### config.mk
export PLATFORM = sky130hd
export DESIGN_NAME = motor_command_line_parser
export DESIGN_NICKNAME = d
export VERILOG_FILES = /design/src/rtl/mclp_pkg.sv /design/src/rtl/motor_command_line_parser.sv /design/src/rtl/mclp_core.sv
export SDC_FILE = /design/constraint.sdc
export NUM_CORES = 1
export LEC_CHECK = 0
export BUFFER_PORTS_ARGS = -buffer_cell sky130_fd_sc_hd__buf_2
export CELL_PAD_IN_SITES_DETAIL_PLACEMENT = 0
export CELL_PAD_IN_SITES_GLOBAL_PLACEMENT = 1
export CORE_UTILIZATION = 42
export CTS_CLUSTER_SIZE = 24
export DETAILED_ROUTE_END_ITERATION = 8
export GPL_TIMING_DRIVEN = 0
export PLACE_DENSITY = 0.82
export SKIP_CTS_REPAIR_TIMING = 1
export SYNTH_ARGS = -nofsm -noshare
export SYNTH_HDL_FRONTEND = slang
export SYNTH_SLANG_ARGS = --single-unit
export TNS_END_PERCENT = 20
### constraint.sdc
create_clock -name clk -period 9.75 [get_ports clk]
set_input_delay 0.4875 -clock clk [delete_from_list [all_inputs] [get_ports clk]]
set_output_delay 0.4875 -clock clk [all_outputs]
set_load 0.02 [all_outputs]
### src/rtl/mclp_pkg.sv
// shared types and constants for the motor command line parser
package mclp_pkg;

  localparam int VALUE_WIDTH = 16;
  localparam int MUL_WIDTH   = VALUE_WIDTH + 4;

  localparam logic [7:0] CH_HASH  = 8'h23;
  localparam logic [7:0] CH_M     = 8'h4D;
  localparam logic [7:0] CH_EQ    = 8'h3D;
  localparam logic [7:0] CH_COMMA = 8'h2C;
  localparam logic [7:0] CH_PLUS  = 8'h2B;
  localparam logic [7:0] CH_MINUS = 8'h2D;
  localparam logic [7:0] CH_SPACE = 8'h20;
  localparam logic [7:0] CH_TAB   = 8'h09;
  localparam logic [7:0] CH_CR    = 8'h0D;
  localparam logic [7:0] CH_ZERO  = 8'h30;
  localparam logic [7:0] CH_NINE  = 8'h39;

  localparam logic STATUS_ACCEPT = 1'b0;
  localparam logic STATUS_BAD    = 1'b1;

  typedef struct packed {
    logic                          status;
    logic [1:0]                    fields_updated;
    logic signed [VALUE_WIDTH-1:0] thrust_value;
    logic signed [VALUE_WIDTH-1:0] rudder_value;
  } mclp_result_t;

endpackage

### src/rtl/motor_command_line_parser.sv
// top level: input byte register, parse core and result register
//
// Receives serial characters on the in_ channel, one byte per beat. A line
// ends with '#'; a line that held an 'M' produces one beat on the out_
// channel with status, fields_updated and the held thrust and rudder values.
// Lines without an 'M' produce nothing.
//
// A byte accepted into the input byte register is parsed when it moves on;
// its result (if any) is captured in the result register that drives out_.
// Throughput: one byte per cycle unless a result waits on a stalled receiver,
// set by the combinational parse step between the input and result registers.
//
// Reset (rst_n low, synchronous) returns the parser to scanning for 'M',
// clears held thrust and rudder to zero and drops both valid flags.
//
// When the receiver stalls with a result pending, bytes that end no line
// keep flowing; a '#' that would give a new result waits in the input
// register, and in_ready drops until out_ready frees the result register.
module motor_command_line_parser import mclp_pkg::*; (
  input  logic                          clk,
  input  logic                          rst_n,
  input  logic                          in_valid,
  output logic                          in_ready,
  input  logic [7:0]                    in_rx_byte,
  output logic                          out_valid,
  input  logic                          out_ready,
  output logic                          out_status,
  output logic [1:0]                    out_fields_updated,
  output logic signed [VALUE_WIDTH-1:0] out_thrust_value,
  output logic signed [VALUE_WIDTH-1:0] out_rudder_value
);

  logic [7:0]   byte_r;
  logic         byte_valid_r, byte_valid_nxt;
  logic         out_valid_r, out_valid_nxt;
  mclp_result_t res_r;
  mclp_result_t core_res;
  logic         core_emit;
  logic         advance;
  logic         in_fire;

  mclp_core u_core (
    .clk     (clk),
    .rst_n   (rst_n),
    .step_en (advance),
    .rx_byte (byte_r),
    .emit    (core_emit),
    .result  (core_res)
  );

  // a byte moves into the parser unless its result has nowhere to go
  assign advance  = byte_valid_r && (!core_emit || !out_valid_r || out_ready);
  assign in_ready = !byte_valid_r || advance;
  assign in_fire  = in_valid && in_ready;

  assign byte_valid_nxt = in_fire ? 1'b1 : (advance ? 1'b0 : byte_valid_r);
  assign out_valid_nxt  = (advance && core_emit) ? 1'b1 : (out_ready ? 1'b0 : out_valid_r);

  always_ff @(posedge clk) begin
    if (!rst_n) begin
      byte_valid_r <= 1'b0;
      out_valid_r  <= 1'b0;
    end else begin
      byte_valid_r <= byte_valid_nxt;
      out_valid_r  <= out_valid_nxt;
    end
  end

  always_ff @(posedge clk) begin
    if (in_fire) byte_r <= in_rx_byte;
    if (advance && core_emit) res_r <= core_res;
  end

  assign out_valid          = out_valid_r;
  assign out_status         = res_r.status;
  assign out_fields_updated = res_r.fields_updated;
  assign out_thrust_value   = res_r.thrust_value;
  assign out_rudder_value   = res_r.rudder_value;

endmodule

### src/rtl/mclp_core.sv
// byte-level parse state machine and held thrust/rudder values
module mclp_core import mclp_pkg::*; (
  input  logic         clk,
  input  logic         rst_n,
  input  logic         step_en,
  input  logic [7:0]   rx_byte,
  output logic         emit,
  output mclp_result_t result
);

  localparam logic [3:0] PH_SCAN    = 4'd0;
  localparam logic [3:0] PH_AFTER_M = 4'd1;
  localparam logic [3:0] PH_N1_WS   = 4'd2;
  localparam logic [3:0] PH_N1_SIGN = 4'd3;
  localparam logic [3:0] PH_N1_DIG  = 4'd4;
  localparam logic [3:0] PH_N2_WS   = 4'd5;
  localparam logic [3:0] PH_N2_SIGN = 4'd6;
  localparam logic [3:0] PH_N2_DIG  = 4'd7;
  localparam logic [3:0] PH_SKIP    = 4'd8;

  localparam logic [1:0] OUT_NONE   = 2'd0;
  localparam logic [1:0] OUT_ACCEPT = 2'd1;
  localparam logic [1:0] OUT_BAD    = 2'd2;

  localparam logic [MUL_WIDTH-1:0]   ACC_LIM   = MUL_WIDTH'(1) << (VALUE_WIDTH - 1);
  localparam logic [VALUE_WIDTH-1:0] VALUE_MAX = ACC_LIM[VALUE_WIDTH-1:0] - VALUE_WIDTH'(1);

  logic [3:0]                    phase_r, phase_pre, phase_nxt;
  logic [1:0]                    outcome_r, outcome_pre, outcome_nxt;
  logic [1:0]                    count_r, count_pre, count_nxt;
  logic [VALUE_WIDTH-1:0]        acc_r, acc_pre, acc_nxt;
  logic                          neg_r, neg_pre, neg_nxt;
  logic signed [VALUE_WIDTH-1:0] thrust_r, thrust_nxt;
  logic signed [VALUE_WIDTH-1:0] rudder_r, rudder_nxt;

  logic                          is_hash, is_ws, is_digit, is_sign;
  logic [MUL_WIDTH-1:0]          acc_mul;
  logic [VALUE_WIDTH-1:0]        acc_sat;
  logic signed [VALUE_WIDTH-1:0] finished;
  logic                          line_end;

  assign is_hash  = (rx_byte == CH_HASH);
  assign is_ws    = (rx_byte == CH_SPACE) || ((rx_byte >= CH_TAB) && (rx_byte <= CH_CR));
  assign is_digit = (rx_byte >= CH_ZERO) && (rx_byte <= CH_NINE);
  assign is_sign  = (rx_byte == CH_PLUS) || (rx_byte == CH_MINUS);

  // acc * 10 + digit, saturating at the magnitude of the most negative value
  assign acc_mul = ({4'b0, acc_r} << 3) + ({4'b0, acc_r} << 1)
                 + {{(MUL_WIDTH-4){1'b0}}, rx_byte[3:0]};
  assign acc_sat = (acc_mul > ACC_LIM) ? ACC_LIM[VALUE_WIDTH-1:0] : acc_mul[VALUE_WIDTH-1:0];

  assign finished = neg_r ? -$signed(acc_r)
                          : $signed((acc_r > VALUE_MAX) ? VALUE_MAX : acc_r);

  always_comb begin
    phase_pre   = phase_r;
    outcome_pre = outcome_r;
    count_pre   = count_r;
    acc_pre     = acc_r;
    neg_pre     = neg_r;
    thrust_nxt  = thrust_r;
    rudder_nxt  = rudder_r;
    line_end    = 1'b0;
    unique case (phase_r)
      PH_SCAN: begin
        if (is_hash) line_end = 1'b1;
        else if (rx_byte == CH_M) phase_pre = PH_AFTER_M;
      end
      PH_AFTER_M: begin
        count_pre = 2'd0;
        if (rx_byte == CH_EQ) begin
          outcome_pre = OUT_ACCEPT;
          acc_pre     = '0;
          neg_pre     = 1'b0;
          phase_pre   = PH_N1_WS;
        end else begin
          outcome_pre = OUT_BAD;
          if (is_hash) line_end = 1'b1;
          else phase_pre = PH_SKIP;
        end
      end
      PH_N1_WS, PH_N2_WS: begin
        if (is_hash) line_end = 1'b1;
        else if (is_ws) phase_pre = phase_r;
        else if (is_sign) begin
          neg_pre   = (rx_byte == CH_MINUS);
          phase_pre = (phase_r == PH_N1_WS) ? PH_N1_SIGN : PH_N2_SIGN;
        end else if (is_digit) begin
          acc_pre   = acc_sat;
          phase_pre = (phase_r == PH_N1_WS) ? PH_N1_DIG : PH_N2_DIG;
        end else phase_pre = PH_SKIP;
      end
      PH_N1_SIGN, PH_N2_SIGN: begin
        if (is_hash) line_end = 1'b1;
        else if (is_digit) begin
          acc_pre   = acc_sat;
          phase_pre = (phase_r == PH_N1_SIGN) ? PH_N1_DIG : PH_N2_DIG;
        end else phase_pre = PH_SKIP;
      end
      PH_N1_DIG: begin
        if (is_digit) acc_pre = acc_sat;
        else begin
          thrust_nxt = finished;
          count_pre  = 2'd1;
          if (is_hash) line_end = 1'b1;
          else if (rx_byte == CH_COMMA) begin
            acc_pre   = '0;
            neg_pre   = 1'b0;
            phase_pre = PH_N2_WS;
          end else phase_pre = PH_SKIP;
        end
      end
      PH_N2_DIG: begin
        if (is_digit) acc_pre = acc_sat;
        else begin
          rudder_nxt = finished;
          count_pre  = 2'd2;
          if (is_hash) line_end = 1'b1;
          else phase_pre = PH_SKIP;
        end
      end
      default: begin
        // skip phase and unused codes
        if (is_hash) line_end = 1'b1;
        else phase_pre = PH_SKIP;
      end
    endcase
  end

  assign emit                  = line_end && (outcome_pre != OUT_NONE);
  assign result.status         = (outcome_pre == OUT_BAD) ? STATUS_BAD : STATUS_ACCEPT;
  assign result.fields_updated = count_pre;
  assign result.thrust_value   = thrust_nxt;
  assign result.rudder_value   = rudder_nxt;

  // end of line returns to scanning, held values stay
  assign phase_nxt   = line_end ? PH_SCAN  : phase_pre;
  assign outcome_nxt = line_end ? OUT_NONE : outcome_pre;
  assign count_nxt   = line_end ? 2'd0     : count_pre;
  assign acc_nxt     = line_end ? '0       : acc_pre;
  assign neg_nxt     = line_end ? 1'b0     : neg_pre;

  always_ff @(posedge clk) begin
    if (!rst_n) begin
      phase_r   <= PH_SCAN;
      outcome_r <= OUT_NONE;
      count_r   <= 2'd0;
      acc_r     <= '0;
      neg_r     <= 1'b0;
      thrust_r  <= '0;
      rudder_r  <= '0;
    end else if (step_en) begin
      phase_r   <= phase_nxt;
      outcome_r <= outcome_nxt;
      count_r   <= count_nxt;
      acc_r     <= acc_nxt;
      neg_r     <= neg_nxt;
      thrust_r  <= thrust_nxt;
      rudder_r  <= rudder_nxt;
    end
  end

endmodule

After elaboration in Yosys (flattened, before gate mapping)
Cells that the tools add are included.
{"block": "op_classes", "addsub": 3, "mul": 0, "div": 0, "magnitude_cmp": 6, "eq_ne": 29, "n_shift": 0, "mux": 62, "n_bitwise": 0, "n_reduce_logical": 26}
{"cell": "$mux 16", "count": 17}
{"cell": "$pmux 16 s5", "count": 1}
{"cell": "$mux 4", "count": 15}
{"cell": "$eq 8x6->1 const B", "count": 6}
{"cell": "$reduce_and 9->1", "count": 3}
{"cell": "$ne 3x3->1 const B", "count": 8}
{"cell": "$pmux 4 s6", "count": 1}
{"cell": "$add 19x17->20", "count": 1}
{"cell": "$add 20x4->20", "count": 1}
{"cell": "$gt 20x16->1 const B", "count": 1}
{"cell": "$eq 4x3->1 const B", "count": 4}
{"cell": "$gt 16x15->1 const B", "count": 1}
{"cell": "$mux 1", "count": 16}
{"cell": "$mux 2", "count": 8}
{"cell": "$neg 16->16", "count": 1}
{"cell": "$ne 3x1->1 const B", "count": 4}
{"cell": "$eq 4x2->1 const B", "count": 2}
{"cell": "$eq 8x7->1 const B", "count": 1}
{"cell": "$ge 8x4->1 const B", "count": 1}
{"cell": "$ge 8x6->1 const B", "count": 1}
{"cell": "$le 8x4->1 const B", "count": 1}
{"cell": "$le 8x6->1 const B", "count": 1}
{"cell": "$logic_and 1x1->1", "count": 6}
{"cell": "$pmux 2 s3", "count": 1}
{"cell": "other kinds (14)", "count": 24}
{"block": "word_totals", "reg_bits": 102, "latch_bits": 0, "ram_bits": 0, "mem_bits_ro": 0, "input_bits": 12, "memories": 0}

Longest topological paths before layout
{"block": "depth", "word_depth": 12, "mapped_depth": 13, "depth_no_buf": 11}

Modules after synthesis
A second synthesis with hierarchy kept.
{"block": "hier_totals", "cells_unflattened": 651, "hier_area_um2": 5893.2}
{"mod": "mclp_core", "instances": 1, "cells_each": 596, "area_each_um2": 4484.3, "seq_area_each_um2": 1141.1}
{"mod": "motor_command_line_parser", "instances": 1, "cells_each": 55, "area_each_um2": 1408.9, "seq_area_each_um2": 1331.3}

Least setup slack after synthesis
No wires, ideal clock.
{"block": "synth_path", "path_kind": "register to register", "startpoint": "register u_core.phase_r[2]", "endpoint": "register res_r, in the netlist out_fields_updated[0], enable pin", "setup_ns": 0.471, "arrival_time_ns": 3.708, "required_ns": 9.279, "slack_ns": 5.572, "stages_incl_launch_ff": 7, "n_path_buf": 2, "path_cell_list": "dfxtp_1 > clkbuf_1 > nor4b_4 > nor3_2 > o31ai_4 > clkbuf_1 > nor3_1"}
{"block": "synth_between", "elab_chain_len": 9}
{"item": "start, declared", "line": "mclp_core.sv:28", "rtl": "logic [3:0] phase_r, phase_pre, phase_nxt;"}
{"item": "start signal, assigned", "line": "mclp_core.sv:153", "rtl": "phase_r <= phase_nxt;"}
{"item": "$eq 4x3->1 or $eq 4x1->1 (tied branches)", "line": "mclp_core.sv:64", "rtl": "unique case (phase_r)"}
{"item": "$reduce_or 2->1 (no source line) or $mux 2 (tied branches)"}
{"item": "$pmux 1 s2 or $reduce_bool 2->1 (tied branches)", "line": "mclp_core.sv:64, mclp_core.sv:130"}
{"item": "$logic_and 1x1->1 *", "line": "mclp_core.sv:130", "rtl": "assign emit = line_end && (outcome_pre != OUT_NONE);"}
{"item": "$logic_not 1->1", "line": "motor_command_line_parser.sv:52", "rtl": "assign advance = byte_valid_r && (!core_emit || !out_valid_r || out_ready);"}
{"item": "$logic_or 1x1->1 (2 in a row)", "line": "motor_command_line_parser.sv:52"}
{"item": "$logic_and 1x1->1", "line": "motor_command_line_parser.sv:52"}
{"item": "$logic_and 1x1->1 *", "line": "motor_command_line_parser.sv:71", "rtl": "if (advance && core_emit) res_r <= core_res;"}
{"item": "end signal, assigned", "line": "motor_command_line_parser.sv:71"}
{"item": "end, declared", "line": "motor_command_line_parser.sv:36", "rtl": "mclp_result_t res_r;"}
Mark *: on every way between the ends. The rest lies on a longest branch, timed or not.
A chain may end at the register's enable or synchronous reset.

Worst setup path in the final report
{"block": "layout_path", "startpoint": "register u_core.acc_r[2]", "endpoint": "register u_core.acc_r[0]"}
{"block": "layout_between", "elab_chain_len": 10}
{"item": "start, declared", "line": "mclp_core.sv:31", "rtl": "logic [VALUE_WIDTH-1:0] acc_r, acc_pre, acc_nxt;"}
{"item": "start signal, assigned", "line": "mclp_core.sv:156", "rtl": "acc_r <= acc_nxt;"}
{"item": "$add 19x17->20 *", "line": "mclp_core.sv:48", "rtl": "assign acc_mul = ({4'b0, acc_r} << 3) + ({4'b0, acc_r} << 1)"}
{"item": "$add 20x4->20 *", "line": "mclp_core.sv:49", "rtl": "+ {{(MUL_WIDTH-4){1'b0}}, rx_byte[3:0]};"}
{"item": "$gt 20x16->1 *", "line": "mclp_core.sv:50", "rtl": "assign acc_sat = (acc_mul > ACC_LIM) ? ACC_LIM[VALUE_WIDTH-1:0] : acc_mul[VALUE_WIDTH-1:0];"}
{"item": "$mux 16 *", "line": "mclp_core.sv:50"}
{"item": "$mux 16", "line": "mclp_core.sv:88, mclp_core.sv:95, mclp_core.sv:114"}
{"item": "$mux 16", "line": "mclp_core.sv:85", "rtl": "else if (is_sign) begin"}
{"item": "$mux 16", "line": "mclp_core.sv:84", "rtl": "else if (is_ws) phase_pre = phase_r;"}
{"item": "$mux 16", "line": "mclp_core.sv:83", "rtl": "if (is_hash) line_end = 1'b1;"}
{"item": "$pmux 16 s5 *", "line": "mclp_core.sv:64"}
{"item": "$mux 16 *", "line": "mclp_core.sv:140", "rtl": "assign acc_nxt = line_end ? '0 : acc_pre;"}
Mark *: on every way between the ends. The rest lies on a longest branch, timed or not. The select of a mux whose other input is x is not followed.

==> metrics.log <==
[metrics] outcome: completed
[metrics] clock-pin slew reported for the worst setup and hold paths after clock tree synthesis: roughly 0.070 ns
[metrics] Worst Hold Class: primary input to register
[metrics] Hold Vio Cnt, Final: 0
[metrics] largest fanout of any net on the critical path: 10
[metrics] clk sink count: a little over 100
[metrics] worst-case setup slack after placement: slightly below 6 ns
[metrics] number of synthesized flops with an enable pin: 43
[metrics] Die Outline Area: around 15,000 sq um
[metrics] Root Buffer: clkbuf_16
[metrics] diode insertion count for antenna repair: 0
[metrics] Yosys warnings: 0
[metrics] crit path launch: u_core.acc_r[2]
[metrics] remaining design rule violation count: 0
[metrics] Iteration-0 DRC Markers: 362
[metrics] r2r endpoint: u_core.acc_r[0]
[metrics] number of failing setup endpoints in the final timing report: 0
[metrics] drt first pass iters: 5
[metrics] number of H-tree branching levels: 3
[metrics] worst slew slack as a fraction of its limit: around half
[metrics] transition time at the pin with the least slew margin: around 0.77 ns
[metrics] total I/O pin count: 49
[metrics] worst reg2reg path startpoint: u_core.acc_r[2]
[metrics] sum of overflow across all layers after global routing: 0
[metrics] number of global-route vias before repair: roughly 5,000
[metrics] final estimated routing congestion in global placement: 0.9049
[metrics] maximum vdd drop: 0.09657 mV
[metrics] top area cells in the synthesized netlist: edfxtp_1 (21%), dfxtp_1 (19%), ha_1 (6.4%)
[metrics] largest net degree at the start of global routing: 20
[metrics] Mapped Area: about 6300 sq um
[metrics] detail-routed net length per standard cell: ~16 um
[metrics] CTS Buffer Depth: 2
[metrics] number of distinct library cell variants in the gate-level netlist after synthesis: 85
[metrics] Final TNS setup: 0 ns
[metrics] initial standard-cell utilization of the core: 43.10%
[metrics] # port buffers: 48
[metrics] CP Capture Type: register
[metrics] WS Path Type: register to register
[metrics] sum of buffers and inverters on the critical path: 3
[metrics] worst path required time: between 9 and 10 ns
[metrics] worst reg-to-reg path cell count: 12
[metrics] list of cells traversed by the critical path: clkbuf_1 -> inv_1 -> fa_1 -> fa_1 -> nand2b_1 -> a211oi_2 -> nand2b_1 -> mux2_2 -> a22o_1 -> a41oi_1 -> buf_2 -> o21ai_0
[metrics] Final Max Slew Viols: 0
[metrics] Total Wirelength: about 15,000 um
[metrics] slowest stage cell, crit path: fa_1
[metrics] Mapped Avg Cell Area: 9.027 sq um
[metrics] Setup Skew: roughly 0.012 ns
[metrics] cell type contributing the most total cell area after synthesis: edfxtp_1
[metrics] static leakage: between 2 and 3 nW
[metrics] latest clock arrival within the worst-skew pair: approximately 0.35 ns
[metrics] total clock buffers created by CTS: 9
[metrics] number of gates on the worst path with buffers counted: 12
[metrics] mean number of vias per cell: approximately 5.6
[metrics] sequential element share of the synthesized area: ~39%
[metrics] Die X-Extent: around 120 um
[metrics] fill cell instance count of the final layout: 1,385
[metrics] placeable core region: ~15,000 sq um
[metrics] TritonCTS clock tree: yes
[metrics] arrival time reported for the critical path endpoint: 4.20 ns
[metrics] achievable clock frequency: approximately 250 MHz
[metrics] fraction of registers with async set/reset: 0%
[metrics] initial antenna violation count: 0
[metrics] via count: ~5,300
[metrics] unrepaired setup endpoints after global routing: no
[metrics] row count: between 40 and 50
[metrics] number of maximum-capacitance violations: 0
[metrics] number of flip-flops and latches in the synthesized netlist: slightly above 100
[metrics] first-pass GRT wire length: 24,520 um
[metrics] post-route ant nets: 0
[metrics] critical path endpoint: u_core.acc_r[0]
[metrics] post-route clock period utilization: 40.79%
[metrics] total power divided by cell area: between 100 and 150 nW/um^2
[metrics] Crit path largest cell delay: approximately 0.50 ns
[metrics] layout cells sized above 1: 16.05%
[metrics] HPWL after detailed placement: 11,660 um
[metrics] Register-to-Register Setup Slack: between 5 and 6 ns
[metrics] Primary FF master, synth: dfxtp_1
[metrics] post-synthesis cell count: between 600 and 700
[metrics] kind of launch point of the worst setup path: register
[metrics] area overhead of the layout relative to synthesis: 12.60%
[metrics] total power consumption of the routed design: 852.9 uW
[metrics] fin crit period: around 4.0 ns
[metrics] Final Util: around half
[metrics] net count after synthesis: between 700 and 800
[metrics] fraction of synthesized cell area taken by the top area cell type: 20.61%
[metrics] net total in the final layout: between 800 and 900
[metrics] die height: 124.1 um
[metrics] final worst-path setup slack: 5.773 ns
[metrics] global routing usage summed across all routing layers: 20.62%
[metrics] family with the most delay on the worst path: compound AO/OA/AOI/OAI gates
-- worst register-to-register path, stage by stage (launching register included) --
cell      delay, ns
dfxtp_1        0.33
clkbuf_1       0.35
inv_1          0.10
fa_1           0.50
fa_1           0.48
nand2b_1       0.20
a211oi_2       0.30
nand2b_1       0.27
mux2_2         0.36
a22o_1         0.24
a41oi_1        0.32
buf_2          0.29
o21ai_0        0.13
-- cells in the mapped netlist (all sizes together), types with 11 or more instances --
cell    number
edfxtp      43
dfxtp       59
o21ai       72
nor2b       11
nand2       90
nand4       12
a21boi      12
buf         15
o211ai      11
ha          32
a21oi       33
inv         16
xor2        18
clkbuf      27
o31ai       16
nor2        65
nand3       18
o22ai       11
-- report_power, final --
group          internal (mW)  switching, mW  total (mW)
Combinational         0.0165         0.0282      0.0448
Sequential             0.452        0.00689       0.459
Clock                  0.179          0.170       0.349
Total                  0.647          0.205       0.853
-- flip-flops by register name, summed over array words and instances, names as in the netlist, 4 cells and up --
| register | flops |
|---|---|
| u_core.thrust_r | 16 |
| byte_r | 8 |
| u_core.phase_r | 4 |
| u_core.rudder_r | 16 |
| u_core.acc_r | 16 |
| out_thrust_value | 16 |
| out_rudder_value | 16 |
-- area by class of cell --
type	count	area, sq um	area share (%)
sequential	102	2472	35.05
clock inverter	7	66.31	0.9400
clock buffer	9	225.2	3.193
tap	184	230.2	3.264
inverter	17	63.81	0.9046
timing repair buffer	50	262.8	3.725
multi-input combinational	533	3536	50.12
buffer	42	197.7	2.802
-- routing by layer --
metal,vias up,share of wire (%),track usage (%)
li1,2662,-,-
met1,2496,49,27.69
met2,116,46,33.84
met3,16,3.7,3.755
met4,0,1.3,5.506
met5,-,0,0
-- metrics by stage --
| step | instances | hold slack [ns] | cell area, sq um |
|---|---|---|---|
| 3_5_place_dp | 928 | 0.4583 | 6763 |
| 3_3_place_gp | 926 | 0.4512 | 6735 |
| 2_1_floorplan | 694 | 0.4437 | 6265 |
| 4_1_cts | 944 | 0.3030 | 7054 |
| 6_report | 944 | 0.3157 | 7054 |
| 5_1_grt | 944 | 0.2980 | 7054 |
-- how the worst min path moves through the flow --
| stage | from | end | slack (ns) | depth (start not counted) |
|---|---|---|---|---|
| 2_1_floorplan | u_core.rudder_r[0] | u_core.rudder_r[0] | 0.44 | 2 |
| 5_1_grt | in_rx_byte[7] | byte_r[7] | 0.30 | 1 |
| 4_1_cts | in_rx_byte[6] | byte_r[6] | 0.30 | 1 |
| 3_3_place_gp | u_core.rudder_r[1] | u_core.rudder_r[1] | 0.45 | 2 |
| 3_5_place_dp | u_core.thrust_r[0] | u_core.thrust_r[0] | 0.46 | 2 |
| 6_report | in_rx_byte[6] | byte_r[6] | 0.32 | 1 |
-- cells by family (layout without fill, tap and decap cells) --
| kind of cell | count (synthesis) | count (layout) | synth area share [%] |
|---|---|---|---|
| and+or+nand+nor | 262 | 262 | 21.85 |
| AOI/OAI and AO/OA | 204 | 204 | 22.63 |
| DFF | 102 | 102 | 39.46 |
| buffers and inverters | 59 | 125 | 4.174 |
| adders and majority gates | 34 | 34 | 7.030 |
| xor gates and xnor gates | 26 | 26 | 3.635 |
| muxes | 7 | 7 | 1.218 |
-- layout by cell type (no fill, tap or decap), drive strengths merged, types with 6 or more instances in the layout --
cell type | synthesis | final
nor3 | 6 | 6
buf | 15 | 65
clkbuf | 27 | 36
nor2b | 11 | 11
dfxtp | 59 | 59
o211ai | 11 | 11
nand2 | 90 | 90
xnor2 | 8 | 8
o31ai | 16 | 16
a21boi | 12 | 12
xor2 | 18 | 18
nor2 | 65 | 65
nand4 | 12 | 12
ha | 32 | 32
edfxtp | 43 | 43
nor3b | 9 | 9
nand3 | 18 | 18
o22ai | 11 | 11
nand2b | 9 | 9
a21oi | 33 | 33
and2 | 7 | 7
inv | 16 | 19
o21ai | 72 | 72
a21o | 8 | 8
Power figures use the tool's default switching activity.
